[src/rtl/cpr_pkg.sv]
package cpr_pkg;

  localparam int FRAMES    = 64;
  localparam int PAGE_BITS = 20;
  localparam int IDX_W     = (FRAMES > 1) ? $clog2(FRAMES) : 1;

  localparam logic [IDX_W-1:0] LAST_IDX = IDX_W'(FRAMES - 1);

  typedef logic [IDX_W-1:0]     idx_t;
  typedef logic [PAGE_BITS-1:0] page_t;

  // Access to the page table for one cycle
  typedef struct packed {
    idx_t  rd_addr;
    logic  wr_en;
    idx_t  wr_addr;
    page_t wr_data;
    page_t key;
  } tbl_req_t;

endpackage

[src/rtl/cpr_page_table.sv]
module cpr_page_table
  import cpr_pkg::*;
(
  input  logic     clk,
  input  tbl_req_t req,
  output logic     match
);

  page_t mem [FRAMES];
  page_t rd_data;

  always_ff @(posedge clk) begin
    if (req.wr_en) begin
      mem[req.wr_addr] <= req.wr_data;
    end
    rd_data <= mem[req.rd_addr];
  end

  // Shared comparator: entry read last cycle against the looked-up page
  assign match = (rd_data == req.key);

endmodule

[src/rtl/clock_page_replacement.sv]
// Channel  Signals                                   Direction
// -------  ----------------------------------------  ---------
// in       in_valid, in_ready, page_number, last_ref  into block
// out      out_valid, out_ready, hit, frame_index,    out of block
//          fault_count
//
// One reference at a time. The lookup reads the page table one frame per
// cycle from frame 0 and stops at the first valid frame that matches.
// A miss then sweeps the hand one frame per cycle, clearing set bits, to
// the first frame whose reference bit is clear. Either result moves into
// the output register; in_ready rises with out_valid, even while that
// result waits for out_ready. A finished item whose output slot is still
// occupied holds until the slot frees. Reset (rst, synchronous) empties
// the table at once; last_ref does the same when its result is loaded.
module clock_page_replacement
  import cpr_pkg::*;
(
  input  logic        clk,
  input  logic        rst,
  input  logic        in_valid,
  output logic        in_ready,
  input  logic [19:0] page_number,
  input  logic        last_ref,
  output logic        out_valid,
  input  logic        out_ready,
  output logic        hit,
  output logic [5:0]  frame_index,
  output logic [31:0] fault_count
);

  localparam logic [1:0] S_IDLE  = 2'd0;
  localparam logic [1:0] S_SCAN  = 2'd1;
  localparam logic [1:0] S_SWEEP = 2'd2;
  localparam logic [1:0] S_DONE  = 2'd3;

  logic [1:0]        state;
  page_t             page;
  logic              last;
  idx_t              scan_idx;
  idx_t              cmp_idx;
  logic              cmp_live;
  idx_t              hand;
  logic [31:0]       faults;
  logic [FRAMES-1:0] valid;
  logic [FRAMES-1:0] refb;
  logic              work_hit;
  idx_t              work_frame;
  logic              match;
  tbl_req_t          req;
  idx_t              hand_next;
  idx_t              scan_next;

  assign in_ready  = (state == S_IDLE);
  assign hand_next = (hand == LAST_IDX) ? '0 : hand + 1'b1;
  assign scan_next = (scan_idx == LAST_IDX) ? '0 : scan_idx + 1'b1;

  always_comb begin
    req.rd_addr = scan_idx;
    req.wr_en   = (state == S_SWEEP) && !refb[hand];
    req.wr_addr = hand;
    req.wr_data = page;
    req.key     = page;
  end

  cpr_page_table u_table (
    .clk   (clk),
    .req   (req),
    .match (match)
  );

  // Payload registers
  always_ff @(posedge clk) begin
    if (state == S_IDLE && in_valid) begin
      page <= PAGE_BITS'(page_number);
      last <= last_ref;
    end
    if (state == S_SCAN && cmp_live && valid[cmp_idx] && match) begin
      work_hit   <= 1'b1;
      work_frame <= cmp_idx;
    end
    if (state == S_SWEEP && !refb[hand]) begin
      work_hit   <= 1'b0;
      work_frame <= hand;
    end
    if (state == S_DONE && (!out_valid || out_ready)) begin
      hit         <= work_hit;
      frame_index <= 6'(work_frame);
      fault_count <= faults;
    end
  end

  always_ff @(posedge clk) begin
    if (rst) begin
      state     <= S_IDLE;
      scan_idx  <= '0;
      cmp_idx   <= '0;
      cmp_live  <= 1'b0;
      hand      <= '0;
      faults    <= '0;
      valid     <= '0;
      refb      <= '0;
      out_valid <= 1'b0;
    end else begin
      if (state == S_DONE && (!out_valid || out_ready)) begin
        out_valid <= 1'b1;
      end else if (out_ready) begin
        out_valid <= 1'b0;
      end
      unique case (state)
        S_IDLE: begin
          if (in_valid) begin
            scan_idx <= '0;
            cmp_live <= 1'b0;
            state    <= S_SCAN;
          end
        end
        S_SCAN: begin
          if (cmp_live && valid[cmp_idx] && match) begin
            refb[cmp_idx] <= 1'b1;
            state         <= S_DONE;
          end else if (cmp_live && cmp_idx == LAST_IDX) begin
            if (faults != '1) begin
              faults <= faults + 32'd1;
            end
            state <= S_SWEEP;
          end else begin
            cmp_idx  <= scan_idx;
            cmp_live <= 1'b1;
            scan_idx <= scan_next;
          end
        end
        S_SWEEP: begin
          if (!refb[hand]) begin
            valid[hand] <= 1'b1;
            refb[hand]  <= 1'b1;
            state       <= S_DONE;
          end else begin
            // second chance: clear and advance
            refb[hand] <= 1'b0;
            hand       <= hand_next;
          end
        end
        S_DONE: begin
          if (!out_valid || out_ready) begin
            state <= S_IDLE;
            if (last) begin
              valid  <= '0;
              refb   <= '0;
              hand   <= '0;
              faults <= '0;
            end
          end
        end
        default: begin
          state <= S_IDLE;
        end
      endcase
    end
  end

endmodule

[config.mk]
export PLATFORM = sky130hd
export DESIGN_NAME = clock_page_replacement
export DESIGN_NICKNAME = d
export VERILOG_FILES = /design/src/rtl/cpr_pkg.sv /design/src/rtl/cpr_page_table.sv /design/src/rtl/clock_page_replacement.sv
export SDC_FILE = /design/constraint.sdc
export NUM_CORES = 2
export LEC_CHECK = 0
export BUFFER_PORTS_ARGS = -buffer_cell sky130_fd_sc_hd__buf_2
export CORE_ASPECT_RATIO = 1.2
export CORE_MARGIN = 2
export CORE_UTILIZATION = 36
export CTS_CLUSTER_DIAMETER = 30
export DETAILED_ROUTE_END_ITERATION = 7
export HOLD_SLACK_MARGIN = 0.12
export PLACE_DENSITY = 0.59
export SYNTH_ARGS = -nofsm -noshare
export SYNTH_HDL_FRONTEND = slang
export SYNTH_SLANG_ARGS = --single-unit
export TNS_END_PERCENT = 30
[constraint.sdc]
create_clock -name clk -period 3.75 [get_ports clk]
set_input_delay 0.1875 -clock clk [delete_from_list [all_inputs] [get_ports clk]]
set_output_delay 0.1875 -clock clk [all_outputs]
set_load 0.02 [all_outputs]
==> summary.md <==
| Metric | Value |
|---|---|
| Status | finished, final reports clean |
| DR WL/cell | between 20 and 30 µm |
| Worst Setup End Kind | flop |
| Fin crit period | ~3.5 ns |
| CP Max Fanout | 16 |
| Die area | ~170,000 µm² |
| Fmax | 282.4 MHz |
| Yosys top cell area share | between 60 and 70% |
| Worst Path Arrival | approximately 4.1 ns |
| Total of max-cap violations | 0 |
| I/O Pins | 66 |
| Antenna-violating nets left | 0 |
| Clk sinks | around 1,500 |
| Initial antenna violation count | 6 |
| Vias per cell | around 5.4 |
| Slew margin rel. | between 20 and 25% |
| Die X | around 380 µm |
| Fin util | a little under half |
| Area Growth Syn to Fin | 27.38% |
| Clk_lat worst skew | about 0.9 ns |
| Crit Path Class | flop to flop |
| Drc violations | 0 |
| Synth Cell Area | a little over 60,000 µm² |
| Total grt overflow | 0 |
| Final Setup Violations | 0 |
| Clock Tree Root | clkbuf_16 |
| Share of cells above drive strength 1 | ~34% |
| Synth warn | 0 |
| EDFF count, synth | approximately 1,300 |
| DP Area | 66,280 µm² |
| DRT Wirelength | around 160 mm |
| Post-synth cell types | 67 |
| Clock tree buffer depth | 4 |
| Cell row count | about 170 |
| Core area | 168,700 µm² |
| FFs w/ async S/R, synth | 0% |
| Primary FF master, synth | edfxtp_1 |
| CP peak stage delay | between 0.5 and 0.6 ns |
| Worst slew pin tran | around 1.1 ns |
| Vias | around 34,000 |
| TritonCTS Buffers | 342 |
| CP Cell Sequence | buf_4, mux4_2, a22oi_1, a21oi_1, a21oi_1, and3_2, buf_4, nand2_1, nor2_2, buf_12 |
| CTS tree | built |
| Startpoint Class | flop |
| # nets final | 3,728 |
| Port bufs | 65 |
| Yosys top cell by area | edfxtp_1 |
| Clock transition at path regs | 0.04 ns |
| Hold Crit Class | primary input to flop |
| # H-tree levels | 5 |
| Syn_nets | approximately 3,300 |
| Post-CTS Resized | 0 |
| Largest net degree at the start of global routing | between 80 and 90 |
| Final hold violation count | 0 |
| Worst path slowest cell | mux4_2 |
| Pleak | about 25 nW |
| Final Max Tran Viols | 0 |
| Syn_area_per_cell | ~19 µm² |
| GPL Wtd Cong | ~0.85 |
| Tcrit/Tclk final | 94.43% |
| 1st-iter DRT viols | between 3,000 and 4,000 |
| Vias in the first global route | roughly 35,000 |
| First-pass detailed-route iteration total | 6 |
| Final setup skew | 0.1093 ns |
| RSZ-0062 raised after global routing | no |
| Synth top area cells | edfxtp_1 (66%), mux4_2 (16%), dfxtp_1 (6.6%), o21ai_0 (1.2%), nor2_1 (1.1%) |
| Starting Density | between 30% and 40% |
| Global-route usage over all layers | between 10% and 20% |
| Power Density | approximately 710 nW/µm² |
| Global-route wire length before repair | 238.8 mm |
| Design area | about 80,000 µm² |
| Placed wire-length estimate | between 90 and 100 mm |
| Flops & latches, synth | between 1,500 and 2,000 |
| Worst vdd ir | slightly below 0.0005 V |
| Sequential area share after synthesis | between 70% and 80% |
| Post-synthesis instance total | 3,259 |
| Die Ht | approximately 460 µm |
| CP required | 4.32 ns |
## through the flow
step                cells  hold WS, ns  setup slack, ns  setup TNS [ns]  power [mW]
floorplan            3259       0.2864          -0.1552          -89.17       24.36
global placement     5559       0.3653           0.2987               0       26.98
detailed placement   5559       0.3656           0.2222               0       27.03
CTS                  6204       0.2490           0.1779               0       56.18
global route         6206       0.3218         0.002107               0       57.40
finish               6206       0.3246           0.2089               0       55.74
## worst paths after layout
kind         cells after the start  slack [ns]           from                  end
max                             10        0.21        hand[0]  u_table.mem[28][13]
min                              3        0.32            rst              hand[3]
max reg2reg                     10        0.21        hand[0]  u_table.mem[28][13]
min reg2reg                      0        0.42  work_frame[4]       frame_index[4]
## kinds of logic (layout without fill, tap and decap cells)
| group | after synthesis | in the layout | share of synthesized area, % |
|---|---|---|---|
| DFF | 1549 | 1549 | 72.63 |
| and+or+nand+nor | 500 | 500 | 4.286 |
| AOI/OAI and AO/OA | 461 | 461 | 4.639 |
| muxes | 452 | 452 | 16.14 |
| buffers and inverters | 254 | 946 | 1.649 |
| xor gates and xnor gates | 36 | 36 | 0.5148 |
| adders and majority gates | 7 | 7 | 0.1430 |
| other | 0 | 1 | 0 |
## per-layer routing
layer	share of wire (%)	global-route usage [%]	vias up
met5	0	0	-
met4	3.2	6.947	0
met3	6.3	3.696	334
met2	50	31.21	1319
met1	40	24.10	17760
li1	-	-	14340
## power breakdown
part | internal [mW] | switching (mW)
clock | 20.0 | 9.07
combinational | 2.45 | 4.11
sequential | 19.9 | 0.241
## cells in the final DEF (no fill, tap or decap), types with 14 or more instances in the layout
| master | Yosys | layout |
|---|---|---|
| mux2i_1 | 14 | 14 |
| clkbuf_1 | 168 | 41 |
| a21oi_1 | 116 | 116 |
| clkinv_1 | 0 | 36 |
| buf_12 | 0 | 75 |
| nand2_1 | 50 | 50 |
| buf_2 | 18 | 65 |
| dfxtp_1 | 203 | 197 |
| dlygate4sd3_1 | 0 | 46 |
| bufinv_16 | 0 | 43 |
| o21ai_0 | 144 | 144 |
| nand3_1 | 36 | 36 |
| buf_4 | 3 | 152 |
| nand2b_1 | 14 | 14 |
| clkbuf_16 | 0 | 347 |
| xor2_1 | 22 | 22 |
| nor2_2 | 0 | 65 |
| a31oi_1 | 70 | 70 |
| a32oi_1 | 39 | 39 |
| clkinv_2 | 0 | 49 |
| edfxtp_1 | 1346 | 1346 |
| nand3b_1 | 22 | 22 |
| clkinv_4 | 0 | 16 |
| nor2b_1 | 70 | 70 |
| a22oi_1 | 24 | 24 |
| mux4_2 | 427 | 427 |
| and3_1 | 16 | 15 |
| xnor2_1 | 14 | 14 |
| nor2_1 | 173 | 107 |
| clkinvlp_4 | 0 | 39 |
| and2_1 | 26 | 25 |
| nand4_1 | 21 | 21 |
## final cells by class
type                    instances  area, µm²
inverters                       9      33.78
clock buffers                 401       9016
well taps                    2254       2820
fillers                     14030      90650
flip-flops and latches       1549      44500
multi-input cells            1456      15960
diodes                          1      2.502
clock inverters               198       2252
repair buffers                338       3428
## registers in the layout (all words and copies together), names as in the netlist, 20 cells and up
register,count
u_table.rd_data,20
fault_count,32
faults,32
refb,64
valid,64
page,20
u_table.mem,1280
## Yosys cell counts (13+ instances only)
cell      number
edfxtp_1    1346
xor2_1        22
dfxtp_1      203
nand4_1       21
nand3_1       36
or4_1         13
nor2b_1       70
mux2i_1       14
buf_2         18
mux4_2       427
clkbuf_1     168
nand2_1       50
nand3b_1      22
nand2b_1      14
xnor2_1       14
a22oi_1       24
nor2_1       173
a32oi_1       39
o21ai_0      144
a31oi_1       70
and2_1        26
buf_1         53
a21oi_1      116
and3_1        16
## critical path, delay by kind of cell, from the launching register on
kind	cells	cell delay (ns)
muxes	1	0.52
DFF	1	0.50
buffers and inverters	3	0.71
AOI/OAI and AO/OA	3	0.49
and+or+nand+nor	3	0.97
## repair_timing
item / in CTS / in global routing
setup endpoints to repair: 0 / 2
hold endpoints to repair: 72 / 0
setup buffers: 0 / 1
hold buffers: 46 / 0
Note: power is estimated with default switching activity, not from simulation.
